[config.mk]
export PLATFORM = sky130hd
export DESIGN_NAME = switch_debounce_hold_events_core
export DESIGN_NICKNAME = d
export VERILOG_FILES = /design/src/hw/rtl/sdhe_pkg.sv /design/src/hw/rtl/sdhe_lane.sv /design/src/hw/rtl/sdhe_merge.sv /design/src/hw/rtl/switch_debounce_hold_events_core.sv
export SDC_FILE = /design/constraint.sdc
export NUM_CORES = 1
export LEC_CHECK = 0
export BUFFER_PORTS_ARGS = -buffer_cell sky130_fd_sc_hd__buf_2
export CORE_UTILIZATION = 55
export CTS_CLUSTER_DIAMETER = 100
export DETAILED_ROUTE_END_ITERATION = 7
export GPL_ROUTABILITY_DRIVEN = 0
export PLACE_DENSITY = 0.77
export SLEW_MARGIN = 20
export SYNTH_ARGS = -nofsm -noshare
export SYNTH_HDL_FRONTEND = slang
export SYNTH_SLANG_ARGS = --single-unit
[constraint.sdc]
create_clock -name clk -period 8.8 [get_ports clk]
set_input_delay 1.76 -clock clk [delete_from_list [all_inputs] [get_ports clk]]
set_output_delay 1.76 -clock clk [all_outputs]
set_load 0.01 [all_outputs]
[src/hw/rtl/sdhe_pkg.sv]
// shared constants, types and event codes for the switch debounce block
package sdhe_pkg;

    localparam int NUM_SWITCHES = 4;
    localparam int PINS_W       = 4;
    localparam int EV_W         = 3;
    localparam int EVENTS_W     = 12;
    localparam int CNT_W        = 8;
    localparam int CFG_DATA_W   = 8;
    localparam int CFG_INDEX_W  = 2;

    typedef logic [EV_W-1:0]  ev_t;
    typedef logic [CNT_W-1:0] cnt_t;

    localparam ev_t EV_NONE      = 3'd0;
    localparam ev_t EV_PRESS     = 3'd1;
    localparam ev_t EV_SHORT_REL = 3'd2;
    localparam ev_t EV_LONG_REL  = 3'd3;
    localparam ev_t EV_HOLD      = 3'd4;
    localparam ev_t EV_REPEAT    = 3'd5;

    localparam logic [CFG_INDEX_W-1:0] REG_DEBOUNCE_TICKS    = 2'd0;
    localparam logic [CFG_INDEX_W-1:0] REG_HOLD_TICKS        = 2'd1;
    localparam logic [CFG_INDEX_W-1:0] REG_HOLD_REPEAT_TICKS = 2'd2;
    localparam logic [CFG_INDEX_W-1:0] REG_PRESSED_LEVEL     = 2'd3;

    localparam cnt_t RST_DEBOUNCE_TICKS    = 8'd8;
    localparam cnt_t RST_HOLD_TICKS        = 8'd100;
    localparam cnt_t RST_HOLD_REPEAT_TICKS = 8'd150;
    localparam logic RST_PRESSED_LEVEL     = 1'b0;

    typedef struct packed {
        cnt_t debounce_ticks;
        cnt_t hold_ticks;
        cnt_t hold_repeat_ticks;
        logic pressed_level;
    } cfg_t;

    typedef ev_t [NUM_SWITCHES-1:0] ev_vec_t;

endpackage

[src/hw/rtl/sdhe_lane.sv]
// one switch lane: debounce counter, debounced level and hold counter
module sdhe_lane (
    input  logic          clk,
    input  logic          rst_n,
    input  logic          step,
    input  logic          raw,
    input  sdhe_pkg::cfg_t cfg,
    output sdhe_pkg::ev_t ev
);

    logic          level_reg, level_next;
    sdhe_pkg::cnt_t dcount_reg, dcount_next;
    sdhe_pkg::cnt_t hcount_reg, hcount_next;
    sdhe_pkg::cnt_t dcount_inc;
    sdhe_pkg::cnt_t hcount_inc;
    logic          was_pressed;
    logic          is_pressed;

    assign dcount_inc = dcount_reg + 1'b1;
    assign hcount_inc = hcount_reg + 1'b1;

    always_comb
    begin
        level_next  = level_reg;
        dcount_next = '0;
        if (raw != level_reg)
        begin
            if (dcount_inc == cfg.debounce_ticks)
            begin
                level_next = raw;
            end
            else
            begin
                dcount_next = dcount_inc;
            end
        end
    end

    assign was_pressed = (level_reg == cfg.pressed_level);
    assign is_pressed  = (level_next == cfg.pressed_level);

    always_comb
    begin
        hcount_next = hcount_reg;
        ev          = sdhe_pkg::EV_NONE;
        priority if (is_pressed && !was_pressed)
        begin
            hcount_next = '0;
            ev          = sdhe_pkg::EV_PRESS;
        end
        else if (!is_pressed && was_pressed)
        begin
            ev = (hcount_reg < cfg.hold_ticks) ? sdhe_pkg::EV_SHORT_REL
                                               : sdhe_pkg::EV_LONG_REL;
        end
        else if (is_pressed && was_pressed && (hcount_reg < cfg.hold_repeat_ticks))
        begin
            hcount_next = hcount_inc;
            if (hcount_inc == cfg.hold_ticks)
            begin
                ev = sdhe_pkg::EV_HOLD;
            end
            // repeat wins and reloads the count back to the hold point
            if (hcount_inc == cfg.hold_repeat_ticks)
            begin
                ev          = sdhe_pkg::EV_REPEAT;
                hcount_next = cfg.hold_ticks;
            end
        end
        else
        begin
            ev = sdhe_pkg::EV_NONE;
        end
    end

    always_ff @(posedge clk or negedge rst_n)
    begin
        if (!rst_n)
        begin
            level_reg  <= ~sdhe_pkg::RST_PRESSED_LEVEL;
            dcount_reg <= '0;
            hcount_reg <= '0;
        end
        else if (step)
        begin
            level_reg  <= level_next;
            dcount_reg <= dcount_next;
            hcount_reg <= hcount_next;
        end
    end

endmodule

[src/hw/rtl/sdhe_merge.sv]
// packs the lane event codes into one word and holds it in the output register
module sdhe_merge (
    input  logic              clk,
    input  logic              rst_n,
    input  logic              load,
    input  sdhe_pkg::ev_vec_t ev,
    input  logic              out_stall,
    output logic              out_valid,
    output logic [sdhe_pkg::EVENTS_W-1:0] switch_events
);

    logic                          valid_reg, valid_next;
    logic [sdhe_pkg::EVENTS_W-1:0] word_reg;
    logic [sdhe_pkg::EVENTS_W-1:0] word_next;

    // lanes whose code does not fit the output word are dropped
    always_comb
    begin
        word_next = '0;
        for (int i = 0; i < sdhe_pkg::NUM_SWITCHES; i++)
        begin
            if ((i + 1) * sdhe_pkg::EV_W <= sdhe_pkg::EVENTS_W)
            begin
                word_next[i*sdhe_pkg::EV_W +: sdhe_pkg::EV_W] = ev[i];
            end
        end
    end

    always_comb
    begin
        valid_next = valid_reg;
        priority if (load)
        begin
            valid_next = 1'b1;
        end
        else if (!out_stall)
        begin
            valid_next = 1'b0;
        end
        else
        begin
            valid_next = valid_reg;
        end
    end

    always_ff @(posedge clk or negedge rst_n)
    begin
        if (!rst_n)
        begin
            valid_reg <= 1'b0;
        end
        else
        begin
            valid_reg <= valid_next;
        end
    end

    always_ff @(posedge clk)
    begin
        if (load)
        begin
            word_reg <= word_next;
        end
    end

    assign out_valid     = valid_reg;
    assign switch_events = word_reg;

endmodule

[src/hw/rtl/switch_debounce_hold_events_core.sv]
// top level of the switch debounce block with press, release, hold and repeat events
//
// usage
//   input channel: in_valid / in_stall with pin_levels, one word per sampling tick,
//   bit i is the raw level of switch i
//   output channel: out_valid / out_stall with switch_events, three bits per switch
//   config: cfg_write with cfg_index and cfg_data, written only while idle;
//   0 debounce_ticks, 1 hold_ticks, 2 hold_repeat_ticks, 3 pressed_level
//   one lane per switch updates its counters at the accept edge; the merge
//   stage packs the lane codes into the output register
//   result: registered, valid in the cycle after its input word is taken
//   throughput: one word per cycle while out_stall holds no output word, set
//   by the single output register, which is refilled in the same cycle it is taken
//   stall: while the output word waits under out_stall, in_stall is raised and
//   the lanes hold their state; nothing is lost
//   reset: counters cleared, every switch at the released level, registers at
//   debounce 8, hold 100, repeat 150, pressed level 0, no output word pending
module switch_debounce_hold_events_core (
    input  logic                             clk,
    input  logic                             rst_n,
    input  logic                             in_valid,
    output logic                             in_stall,
    input  logic [sdhe_pkg::PINS_W-1:0]      pin_levels,
    output logic                             out_valid,
    input  logic                             out_stall,
    output logic [sdhe_pkg::EVENTS_W-1:0]    switch_events,
    input  logic                             cfg_write,
    input  logic [sdhe_pkg::CFG_INDEX_W-1:0] cfg_index,
    input  logic [sdhe_pkg::CFG_DATA_W-1:0]  cfg_data
);

    sdhe_pkg::cfg_t    cfg_reg;
    sdhe_pkg::ev_vec_t lane_ev;
    logic              accept;

    assign in_stall = out_valid && out_stall;
    assign accept   = in_valid && !in_stall;

    always_ff @(posedge clk or negedge rst_n)
    begin
        if (!rst_n)
        begin
            cfg_reg.debounce_ticks    <= sdhe_pkg::RST_DEBOUNCE_TICKS;
            cfg_reg.hold_ticks        <= sdhe_pkg::RST_HOLD_TICKS;
            cfg_reg.hold_repeat_ticks <= sdhe_pkg::RST_HOLD_REPEAT_TICKS;
            cfg_reg.pressed_level     <= sdhe_pkg::RST_PRESSED_LEVEL;
        end
        else if (cfg_write)
        begin
            unique case (cfg_index)
                sdhe_pkg::REG_DEBOUNCE_TICKS:    cfg_reg.debounce_ticks    <= cfg_data;
                sdhe_pkg::REG_HOLD_TICKS:        cfg_reg.hold_ticks        <= cfg_data;
                sdhe_pkg::REG_HOLD_REPEAT_TICKS: cfg_reg.hold_repeat_ticks <= cfg_data;
                sdhe_pkg::REG_PRESSED_LEVEL:     cfg_reg.pressed_level     <= cfg_data[0];
                default: ;
            endcase
        end
    end

    for (genvar i = 0; i < sdhe_pkg::NUM_SWITCHES; i++)
    begin : g_lane
        logic raw;

        // switches beyond the pin word read level 0
        if (i < sdhe_pkg::PINS_W)
        begin : g_pin
            assign raw = pin_levels[i];
        end
        else
        begin : g_nopin
            assign raw = 1'b0;
        end

        sdhe_lane u_lane (
            .clk   (clk),
            .rst_n (rst_n),
            .step  (accept),
            .raw   (raw),
            .cfg   (cfg_reg),
            .ev    (lane_ev[i])
        );
    end

    sdhe_merge u_merge (
        .clk           (clk),
        .rst_n         (rst_n),
        .load          (accept),
        .ev            (lane_ev),
        .out_stall     (out_stall),
        .out_valid     (out_valid),
        .switch_events (switch_events)
    );

    a_taken_word_appears: assert property (@(posedge clk) disable iff (!rst_n)
        accept |=> out_valid)
        else $error("accepted word produced no output word");

    a_drained_when_idle: assert property (@(posedge clk) disable iff (!rst_n)
        (out_valid && !out_stall && !accept) |=> !out_valid)
        else $error("output word repeated after it was taken");

    a_no_accept_over_pending: assert property (@(posedge clk) disable iff (!rst_n)
        (out_valid && out_stall) |-> !accept)
        else $error("input taken while output word is held");

endmodule

After elaboration in Yosys (flattened, before gate mapping) --
Index checks and enable logic that the tools add are counted.
Storage, ports and cells: flip-flop bits (word level) 106, memory bits (read-only) 0, memories 0, RAM bits 0, output and inout port bits 14, bits in latches 0, input port bits 19
Operators by class: magnitude comparators 8, muxes and demuxes 54, div/mod/pow operators 0, shift operators 0, reductions and logical operators 40, bitwise operators 0, $add $sub $neg 8, eq/ne operators 32, multiply operators 0
Operator list (count):
- $mux 8 | 24
- $eq 8x8->1 | 12
- $add 8x1->8 const B | 8
- $lt 8x8->1 | 8
- $mux 3 | 16
- $logic_and 1x1->1 | 18
- $mux 1 | 14
- $reduce_and 3->1 | 4
- $ne 2x1->1 const B | 5
- $logic_not 1->1 | 9
- $eq 1x1->1 | 8
- $reduce_and 2->1 | 4
- $reduce_bool 2->1 | 4
- $eq 2x2->1 const B | 2
- $ne 1x1->1 | 4
- $eq 2x1->1 const B | 1
- $logic_not 2->1 | 1

Longest topological paths before layout --
Gate-level depths: netlist of run 1.
depth in word-level cells 10, depth in mapped cells 12

Hierarchy --
From an unflattened synthesis of run 1, not the netlist that was laid out.
Unflattened totals: cells, all modules 1066, area, all modules 9356.5 um^2
Modules (own cells, without submodules):
- sdhe_lane | area each 1996.9 um^2, seq. area each 426.7 um^2, cells an instance 249, instances 4
- switch_debounce_hold_events_core | area each 975.9 um^2, seq. area each 635.6 um^2, cells an instance 56, instances 1
- sdhe_merge | area each 392.9 um^2, seq. area each 385.4 um^2, cells an instance 14, instances 1

Worst setup path after synthesis of run 1 --
No wires, ideal clock.
path type input to output, from input out_stall, to output in_stall, data required time 7.040 ns, arrival time 1.914 ns, cell stages on the path 2, setup slack 5.126 ns, cell sequence nand2_1 > inv_1
Between the ends: cells in the longest elaborated chain, start to end 1
Ends and longest elaborated chain:
- start, declared | line switch_debounce_hold_events_core.sv:25 | input logic out_stall,
- $logic_and 1x1->1 | line switch_debounce_hold_events_core.sv:36 | assign in_stall = out_valid && out_stall;
- end, declared | line switch_debounce_hold_events_core.sv:22 | output logic in_stall,
No other way between the ends.

Worst setup path after layout of run 1 --
Ends and elaborated chain as after synthesis.

==> results of run 1 <==
-- through the flow --
step | utilization | cells
after floorplan | - | 1044
after global placement | 0.5831 | 1241
after detailed placement | 0.5831 | 1241
after CTS | 0.6006 | 1257
after global routing | 0.6006 | 1257
final | 0.6006 | 1257
-- layout by cell type, fill, tap and decap left out, types with 12 or more instances in the layout --
cell type | netlist | layout
nor3_1 | 28 | 28
nand4_1 | 14 | 14
xnor2_1 | 83 | 83
nand3_1 | 43 | 43
a21oi_1 | 36 | 36
o21ai_0 | 80 | 80
ha_1 | 72 | 72
edfxtp_1 | 12 | 12
buf_2 | 9 | 31
nor4_1 | 14 | 14
xor2_1 | 34 | 34
dfstp_2 | 12 | 12
inv_1 | 42 | 42
dfrtp_1 | 82 | 82
o21a_1 | 18 | 18
mux2_2 | 27 | 27
and3_1 | 12 | 12
o211ai_1 | 13 | 13
nand2_1 | 101 | 101
nor2_1 | 64 | 64
-- report_power, final --
group / internal [W] / switching, W
clock: 0.000197 / 0.000206
combinational: 0.000553 / 0.000635
sequential: 0.000622 / 0.000243
total: 0.00137 / 0.00108
-- synth_stat cells, drive strengths merged (4+ instances only) --
master	count	area, um^2
and3	12	75.07
xnor2	84	743.2
dfstp	12	315.3
nor3	28	140.1
nor3b	6	45.04
nand2b	11	68.82
nor4	14	87.58
a2111oi	7	87.58
inv	42	157.7
a21oi	36	180.2
nor2	64	240.2
mux2i	9	90.09
o311ai	6	52.55
o41ai	9	93.84
a211oi	8	60.06
o21ai	84	420.4
ha	72	900.9
dfrtp	82	2052
o211ai	13	97.59
mux2	27	304.0
a31oi	7	43.79
o21a	18	135.1
a22o	4	35.03
buf	19	116.4
and2	8	52.55
a221o	6	60.06
or4	5	37.54
and4b	4	40.04
o31ai	11	82.58
o22ai	10	62.56
clkbuf	39	146.4
nor2b	10	62.56
xor2	34	297.8
nand3	44	225.2
edfxtp	12	360.4
or3	10	62.56
xnor3	5	112.6
or2	5	31.28
nand4	14	87.58
nand3b	6	45.04
nand2	102	385.4
-- worst min path at each step --
stage	cells past startpoint	end	start	slack, ns
CTS	1	g_lane[2].u_lane.dcount_reg[7]	g_lane[2].u_lane.dcount_reg[7]	0.51
global placement	1	g_lane[2].u_lane.dcount_reg[7]	g_lane[2].u_lane.dcount_reg[7]	0.50
finish	1	g_lane[2].u_lane.dcount_reg[7]	g_lane[2].u_lane.dcount_reg[7]	0.51
floorplan	1	g_lane[2].u_lane.dcount_reg[7]	g_lane[2].u_lane.dcount_reg[7]	0.47
global route	1	g_lane[2].u_lane.dcount_reg[7]	g_lane[2].u_lane.dcount_reg[7]	0.53
detailed placement	1	g_lane[2].u_lane.dcount_reg[7]	g_lane[2].u_lane.dcount_reg[7]	0.50
-- worst max-delay path, cell delays in order --
cell	delay, ns
buf_2	0.09
nand2_1	0.09
inv_1	0.04
buf_2	0.13
-- metal layers --
metal / global-route usage / wire [um] / vias up
li1: - / - / 3788
met1: 0.3766 / 10350 / 3751
met2: 0.4485 / 10230 / 257
met3: 0.05171 / 1342 / 47
met4: 0.1095 / 568 / 2
met5: 0 / 13 / -
-- cell families after synthesis --
kind of cell | share of synthesized area
adders and majority gates | 0.09897
xor gates and xnor gates | 0.1267
and+or+nand+nor | 0.1957
muxes | 0.04330
buffers and inverters | 0.04660
AOI/OAI and AO/OA | 0.1890
DFF | 0.2997
-- area by class of cell --
class	instances	area [um^2]	share of cell area
clock buffer	10	229.0	0.02383
clock inverter	6	51.30	0.005338
inverter	43	161.4	0.01679
multi-input combinational	837	5956	0.6197
sequential	106	2728	0.2838
tap	216	270.3	0.02812
timing repair buffer	39	215.2	0.02239
==> impl_metrics.tcl, run 1 <==
set metrics [dict create \
    status "completed" \
    report.power.total_w 0.002455 \
    num_rows 46 \
    rrSetupSlack_ns 5.24 \
    io_buffers 32 \
    place_area_mm2 0.009330 \
    initial_core_util 0.5689 \
    peakVddDrop_mv 0.1463 \
    grt_use_total 0.2805 \
    fin_ws_ns 4.929 \
    leakagePower_nw 3.892 \
    startpoint "out_stall" \
    cts_buffers 9 \
    syn-cell-area_mm2 0.009102 \
    endpoint "in_stall" \
    worstPathMaxFanout 3 \
    gr-total-overflow 0 \
    ys_types 81 \
    fill_cells 1469 \
    ctsRootBufferMaster "clkbuf_16" \
    fin_area_mm2 0.009610 \
    power.density_mw_per_mm2 255.5 \
    place_worst_setup_slack_ns 4.773 \
    r2r_end "g_lane[3].u_lane.hcount_reg[7]" \
    cp.arrival_ns 2.11 \
    rsz0062_at_grt "false" \
    synth.yosys.seq_area_share 0.2997 \
    drtIter0Drc 550 \
    hold_buffers 0 \
    clk_path_buf_depth 2 \
    finalHoldViolCount 0 \
    drc 0 \
    die_x_um 130.6 \
    synth.avg_cell_area_um2 8.719 \
    area_growth_pct 5.581 \
    cp-start-kind "input port" \
    synth-seq-cells 106 \
    grt_start_max_net_pins 50 \
    min_period_over_period 0.4399 \
    grt_pass1_wl_um 36560 \
    die_h_um 130.6 \
    drv_slew 0 \
    clock_latency_ns 0.37 \
    syn_inst 1044 \
    die_area_mm2 0.01707 \
    critical_path_class "in2out" \
    synth.yosys.warnings 0 \
    htree_levels 3 \
    first_pass_iters 5 \
    routed_wl_um 22510 \
    synthesis.nets 1135 \
    critPathCaptureType "output pin" \
    ant_nets 0 \
    finalClockSkew_ns 0.009177 \
    ys_async_sr_fraction 0.8868 \
    clk_pin_slew_worst_paths_ns 0.08 \
    vias 7845 \
    setup_viol_count_final 0 \
    rr_worst_depth 10 \
    whs_ns 0.5087 \
    clock_sinks 106 \
    synth_ff_type "dfrtp_1" \
    antenna_found_initial 1 \
    drive_above_1_share 0.1076 \
    clock.fmax_ghz 0.2583 \
    r2r-start "cfg_reg[3]" \
    cts_tree "done" \
    first_global_vias 7225 \
    period_needed_ns 3.871 \
    synth_edf_count 12 \
    worst_pin_slew_ns 0.9325 \
    num_antenna_cells 0 \
    wl_per_cell_um 17.91 \
    hpwl_um 17060 \
    io-pin-count 33 \
    fin_setup_tns_ns 0 \
    cts_resized 0 \
    nets 1127 \
    hp-class "reg2reg" \
    worstPathRequired_ns 7.04 \
    viasPerCell 6.241 \
    slew-limit-headroom 0.3730 \
    cap_violations 0 \
    post-cts-setup-buffer-count 0 \
    coreArea_mm2 0.01600 \
]
(Power assumes the default switching activity.)
==> run 2: changes to the inputs <==
--- a/config.mk
+++ b/config.mk
@@ -5,6 +5,7 @@
 export SDC_FILE = /design/constraint.sdc
 export NUM_CORES = 1
 export LEC_CHECK = 0
+export ABC_AREA = 1
 export BUFFER_PORTS_ARGS = -buffer_cell sky130_fd_sc_hd__buf_2
 export CORE_UTILIZATION = 55
 export CTS_CLUSTER_DIAMETER = 100
==> constraint.sdc (replaced) <==
create_clock -name clk -period 3.61 [get_ports clk]
set_input_delay 0.722 -clock clk [delete_from_list [all_inputs] [get_ports clk]]
set_output_delay 0.722 -clock clk [all_outputs]
set_load 0.01 [all_outputs]
==> run 2 against run 1 <==
Clock skew increased by 0.0014 ns. Combinational power increased to 3.0 times the previous value. Critical path depth increased by 7. Die area rose by 1.7%. Largest cell class unchanged. Count of clock-buffer cells in the layout is 1 lower. Sequential power increased by 130%. Clock power rose to 2.5 times the previous value. Synthesized cell count increased by 27%. Worst hold slack worse by 0.18 ns. Area after synthesis is 1.7% higher. Non-clock buffer count shrank 4.
==> impl_metrics.tcl, run 2 <==
set metrics [dict create \
    status "completed" \
    first_pass_iters 5 \
    yosysMostFrequentCell "nand2_1" \
    whs_ns 0.3311 \
    leakagePower_nw 5.075 \
    die_area_mm2 0.01736 \
    fin_setup_tns_ns 0 \
    wl_per_cell_um 15.81 \
    endpoint "u_merge.switch_events[5]" \
    fin_util 0.6032 \
    r2r-start "cfg_reg[2]" \
    coreArea_mm2 0.01652 \
    setup_viol_count_final 0 \
    slew-limit-headroom 0.4784 \
    grt_pass1_wl_um 40900 \
    synth.yosys.warnings 0 \
    drtIter0Drc 672 \
    die_h_um 131.8 \
    synthesis.nets 1418 \
    drc 0 \
    startpoint "cfg_reg[2]" \
    power.density_mw_per_mm2 667.0 \
    synthTopCellsByCount "406 x nand2_1, 160 x inv_1, 122 x nand3_1, 82 x dfrtp_1, 80 x nor2_1" \
    critPathCaptureType "flop" \
    cts_tree "done" \
    viasPerCell 5.749 \
    drv_slew 0 \
    hp-class "in2async" \
    synth_edf_count 12 \
    synth-seq-cells 106 \
    clock.fmax_ghz 0.3718 \
    worstPathRequired_ns 3.83 \
    die_x_um 131.8 \
    synth_area_leaders "dfrtp_1 22%, nand2_1 16%, ha_1 9.7%, nand3_1 6.6%, inv_1 6.5%" \
    hold_buffers 0 \
    r2r_end "u_merge.switch_events[5]" \
    peakVddDrop_mv 0.3109 \
    clk_pin_slew_worst_paths_ns 0.08 \
    clock_latency_ns 0.37 \
    area_growth_pct 7.634 \
    synth_ff_type "dfrtp_1" \
    num_antenna_cells 0 \
    synth.avg_cell_area_um2 6.978 \
    num_rows 47 \
    finalClockSkew_ns 0.01053 \
    cp.arrival_ns 2.91 \
    layout_common_cells "406 x nand2_1, 160 x inv_1, 122 x nand3_1" \
    worst_pin_slew_ns 0.7816 \
    cap_violations 0 \
    ant_nets 0 \
    routed_wl_um 24980 \
    drive_above_1_share 0.1096 \
    ys_async_sr_fraction 0.8868 \
    synth.largest_area_cell "dfrtp_1" \
    fin_area_mm2 0.009967 \
    rsz0062_at_grt "false" \
    cts_buffers 9 \
    worstPathMaxFanout 10 \
    rrSetupSlack_ns 0.92 \
    cts_resized 0 \
    finalHoldViolCount 0 \
    place_area_mm2 0.009672 \
    grt_use_total 0.2951 \
    gr-total-overflow 0 \
    cp-start-kind "flop" \
    netlist.area_leader.share 0.2216 \
    vias 9083 \
    htree_levels 3 \
    initial_core_util 0.5604 \
    syn_inst 1327 \
    first_global_vias 8242 \
    io_buffers 32 \
    critical_path_class "reg2reg" \
    grt_start_max_net_pins 67 \
    ctsRootBufferMaster "clkbuf_16" \
    hpwl_um 18520 \
    synth.yosys.seq_area_share 0.2946 \
    clock_sinks 106 \
    nets 1446 \
    rr_worst_depth 11 \
    clk_path_buf_depth 2 \
    post-cts-setup-buffer-count 0 \
    ys_types 47 \
    min_period_over_period 0.7451 \
    antenna_found_initial 0 \
    io-pin-count 33 \
    syn-cell-area_mm2 0.009260 \
    period_needed_ns 2.690 \
    final_common_cell "nand2_1" \
]
-- run 2: how the worst min path moves through the flow --
stage                                  from                        endpoint  slack (ns)  cells past startpoint
after floorplan                       rst_n                      cfg_reg[0]        0.43                      0
after global placement    u_merge.out_valid               u_merge.out_valid        0.47                      2
after detailed placement  u_merge.out_valid               u_merge.out_valid        0.49                      2
after CTS                             rst_n  g_lane[1].u_lane.hcount_reg[0]        0.37                      1
after global routing                  rst_n  g_lane[0].u_lane.hcount_reg[0]        0.39                      1
final                                 rst_n  g_lane[0].u_lane.hcount_reg[0]        0.33                      1
-- run 2: cell type report --
cell class              instances  area [um^2]
flip-flops and latches        106         2728
clock buffers                   9        225.2
inverters                     173        649.4
fillers                      1498         6558
well taps                     220        275.3
repair buffers                 35        210.2
multi-input cells            1030         5809
clock inverters                 7        70.07
-- run 2: cells by family after synthesis --
kind of cell,count (synthesis),share of synthesized area
AOI/OAI and AO/OA,168,0.1103
xor gates and xnor gates,38,0.04189
adders and majority gates,72,0.09728
buffers and inverters,191,0.07891
DFF,106,0.2946
and+or+nand+nor,752,0.3771
-- run 2: through the flow --
stage / worst slack (ns) / power [W] / instances
floorplan: 1.149 / 0.004697 / 1327
global placement: 1.075 / 0.005468 / 1564
detailed placement: 0.9647 / 0.005580 / 1564
CTS: 0.9303 / 0.006609 / 1580
global route: 0.6909 / 0.007240 / 1580
finish: 0.9201 / 0.006648 / 1580
-- run 2: power breakdown --
group	internal (W)	switching [W]	leakage (nW)	total [W]
sequential	0.00154	0.000487	1.33	0.00202
clock	0.000487	0.000525	0.141	0.00101
combinational	0.00130	0.00232	3.60	0.00361
-- run 2: per-layer routing --
layer  share of wire  track usage  up-vias
li1                -            -     4476
met1            0.45       0.4057     4206
met2            0.45       0.4718      357
met3           0.075      0.03576       44
met4           0.027       0.1221        0
met5               0            0        -
-- run 2: critical path, stage by stage (launching register included) --
cell	delay (ns)
dfstp_2	0.56
inv_1	0.19
ha_1	0.35
a21oi_1	0.16
o21ai_0	0.13
a21oi_1	0.16
o21bai_1	0.07
a21oi_1	0.41
inv_1	0.09
nor2_1	0.24
nand2_1	0.10
o21ai_0	0.09
==> run 3: changes to the inputs <==
==> constraint.sdc (replaced) <==
create_clock -name clk -period 2.8 [get_ports clk]
set_input_delay 0.56 -clock clk [delete_from_list [all_inputs] [get_ports clk]]
set_output_delay 0.56 -clock clk [all_outputs]
set_load 0.01 [all_outputs]
==> run 3 against run 2 <==
Critical path depth increased by 4. Core utilization increased by 0.84 points. Maximum frequency increased by 7.4%. Die area unchanged. First-iteration DRC count decreased by 7.1%. Worst hold slack got worse by 0.17 ns. Global-route usage increased by 0.052 points. Combinational power increased by 32%. Critical path type unchanged. Largest cell class unchanged.
==> impl_metrics.tcl, run 3 (same netlist as run 2, synthesis figures left out) <==
set metrics [dict create \
    vias 9150 \
    hp-class "in2async" \
    io-pin-count 33 \
    peakVddDrop_mv 0.4203 \
    first_pass_iters 5 \
    routed_wl_um 24960 \
    clk_pin_slew_worst_paths_ns 0.07 \
    grt_use_total 0.2956 \
    first_global_vias 8287 \
    slew-limit-headroom 0.5411 \
    status "completed" \
    nets 1462 \
    rr_worst_depth 15 \
    post-cts-setup-buffer-count 0 \
    io_buffers 32 \
    drive_above_1_share 0.1192 \
    cp-start-kind "flop" \
    die_h_um 131.8 \
    hpwl_um 18710 \
    fin_ws_ns 0.2948 \
    clock_sinks 106 \
    clock_latency_ns 0.36 \
    rrSetupSlack_ns 0.29 \
    power_frac_comb 0.545 \
    period_needed_ns 2.505 \
    num_rows 47 \
    min_period_over_period 0.8947 \
    gr-total-overflow 0 \
    rsz0062_at_grt "false" \
    r2r-start "cfg_reg[2]" \
    initial_core_util 0.5604 \
    cap_violations 0 \
    grt_start_max_net_pins 59 \
    critPathCaptureType "flop" \
    coreArea_mm2 0.01652 \
    p_sw_w 0.004240 \
    drtIter0Drc 624 \
    htree_levels 3 \
    drc 0 \
    fin_util 0.6116 \
    p_clk_frac 0.157 \
    clock.fmax_ghz 0.3992 \
    place_worst_setup_slack_ns 0.3583 \
    die_area_mm2 0.01736 \
    ctsRootBufferMaster "clkbuf_16" \
    cts_tree "done" \
    critical_path_class "reg2reg" \
    finalHoldViolCount 0 \
    antenna_found_initial 0 \
    power_frac_seq 0.298 \
    cts_buffers 9 \
    grt_pass1_wl_um 40900 \
    hold_buffers 0 \
    drv_slew 0 \
    ant_nets 0 \
    layout_common_cells "406 x nand2_1, 160 x inv_1, 122 x nand3_1" \
    worstPathRequired_ns 3.03 \
    power.density_mw_per_mm2 862.3 \
    viasPerCell 5.733 \
    worst_pin_slew_ns 0.6812 \
    area_growth_pct 9.133 \
    cts_resized 0 \
    clk_path_buf_depth 2 \
    leakagePower_nw 5.164 \
    final_common_cell "nand2_1" \
    wl_per_cell_um 15.64 \
    fin_setup_tns_ns 0 \
    worstPathMaxFanout 10 \
    internal-power_w 0.004474 \
    cp.arrival_ns 2.74 \
    setup_viol_count_final 0 \
    swShare 0.4866 \
    r2r_end "u_merge.switch_events[2]" \
    finalClockSkew_ns 0.009542 \
    fill_cells 1510 \
    die_x_um 131.8 \
    num_antenna_cells 0 \
]
run 3: cell count changes in the layout (fill, tap and decap cells not counted):
cell,change
clkbuf_16,+1
clkinv_2,+1
inv_4,+1
clkinv_4,-2
inv_6,-2
clkbuf_1,+1
buf_4,+16
clkinv_8,-1
bufinv_16,+1
run 3: critical path: stages (launching register included):
cell,delay (ns)
dfstp_2,0.55
inv_1,0.17
ha_1,0.34
a21oi_1,0.14
o21ai_0,0.09
nand2_1,0.06
nand2_1,0.04
nand2_1,0.05
nand2_1,0.04
nand2_1,0.05
nand2_1,0.04
nor2_1,0.20
inv_1,0.11
nor2_4,0.24
nand4_1,0.14
nand2_1,0.09
run 3: worst max path at each step:
| stage | start | endpoint | slack [ns] | cells after the start |
|---|---|---|---|---|
| 3_5_place_dp | cfg_reg[2] | u_merge.switch_events[2] | 0.36 | 15 |
| 5_1_grt | cfg_reg[2] | u_merge.switch_events[0] | 0.10 | 15 |
| 3_3_place_gp | cfg_reg[2] | u_merge.switch_events[0] | 0.40 | 15 |
| 2_1_floorplan | out_stall | u_merge.switch_events[0] | 0.50 | 6 |
| 6_report | cfg_reg[2] | u_merge.switch_events[2] | 0.29 | 15 |
| 4_1_cts | cfg_reg[2] | u_merge.switch_events[2] | 0.31 | 15 |
run 3: through the flow:
stage / std cells / hold WS, ns / total power (W) / area [um^2]
after floorplan: 1327 / 0.2644 / 0.006055 / 9260
after global placement: 1580 / 0.4762 / 0.007126 / 9792
after detailed placement: 1580 / 0.4840 / 0.007269 / 9792
after CTS: 1596 / 0.1902 / 0.008670 / 10110
after global routing: 1596 / 0.2089 / 0.009456 / 10110
final: 1596 / 0.1569 / 0.008715 / 10110
run 3: power groups by stage:
stage,Sequential (W),Combinational (W),Clock [W]
detailed placement,0.00260,0.00467,0
CTS,0.00258,0.00471,0.00139
global route,0.00264,0.00537,0.00144
floorplan,0.00241,0.00364,0
finish,0.00260,0.00475,0.00137
global placement,0.00259,0.00454,0
run 3: area by class of cell:
type | count | area [um^2] | share of cell area
Inverter | 173 | 649.4 | 0.06426
Clock inverter | 5 | 60.06 | 0.005943
Timing Repair Buffer | 51 | 330.3 | 0.03269
Sequential cell | 106 | 2728 | 0.2699
Clock buffer | 11 | 254.0 | 0.02513
Multi-Input combinational cell | 1030 | 5809 | 0.5748
Tap cell | 220 | 275.3 | 0.02724
run 3: per-layer routing:
layer	global-route usage	vias to the layer above	part of all wire
met3	0.03383	58	0.076
met4	0.1118	0	0.029
li1	-	4518	-
met1	0.4128	4203	0.44
met5	0	-	0
met2	0.4715	371	0.45
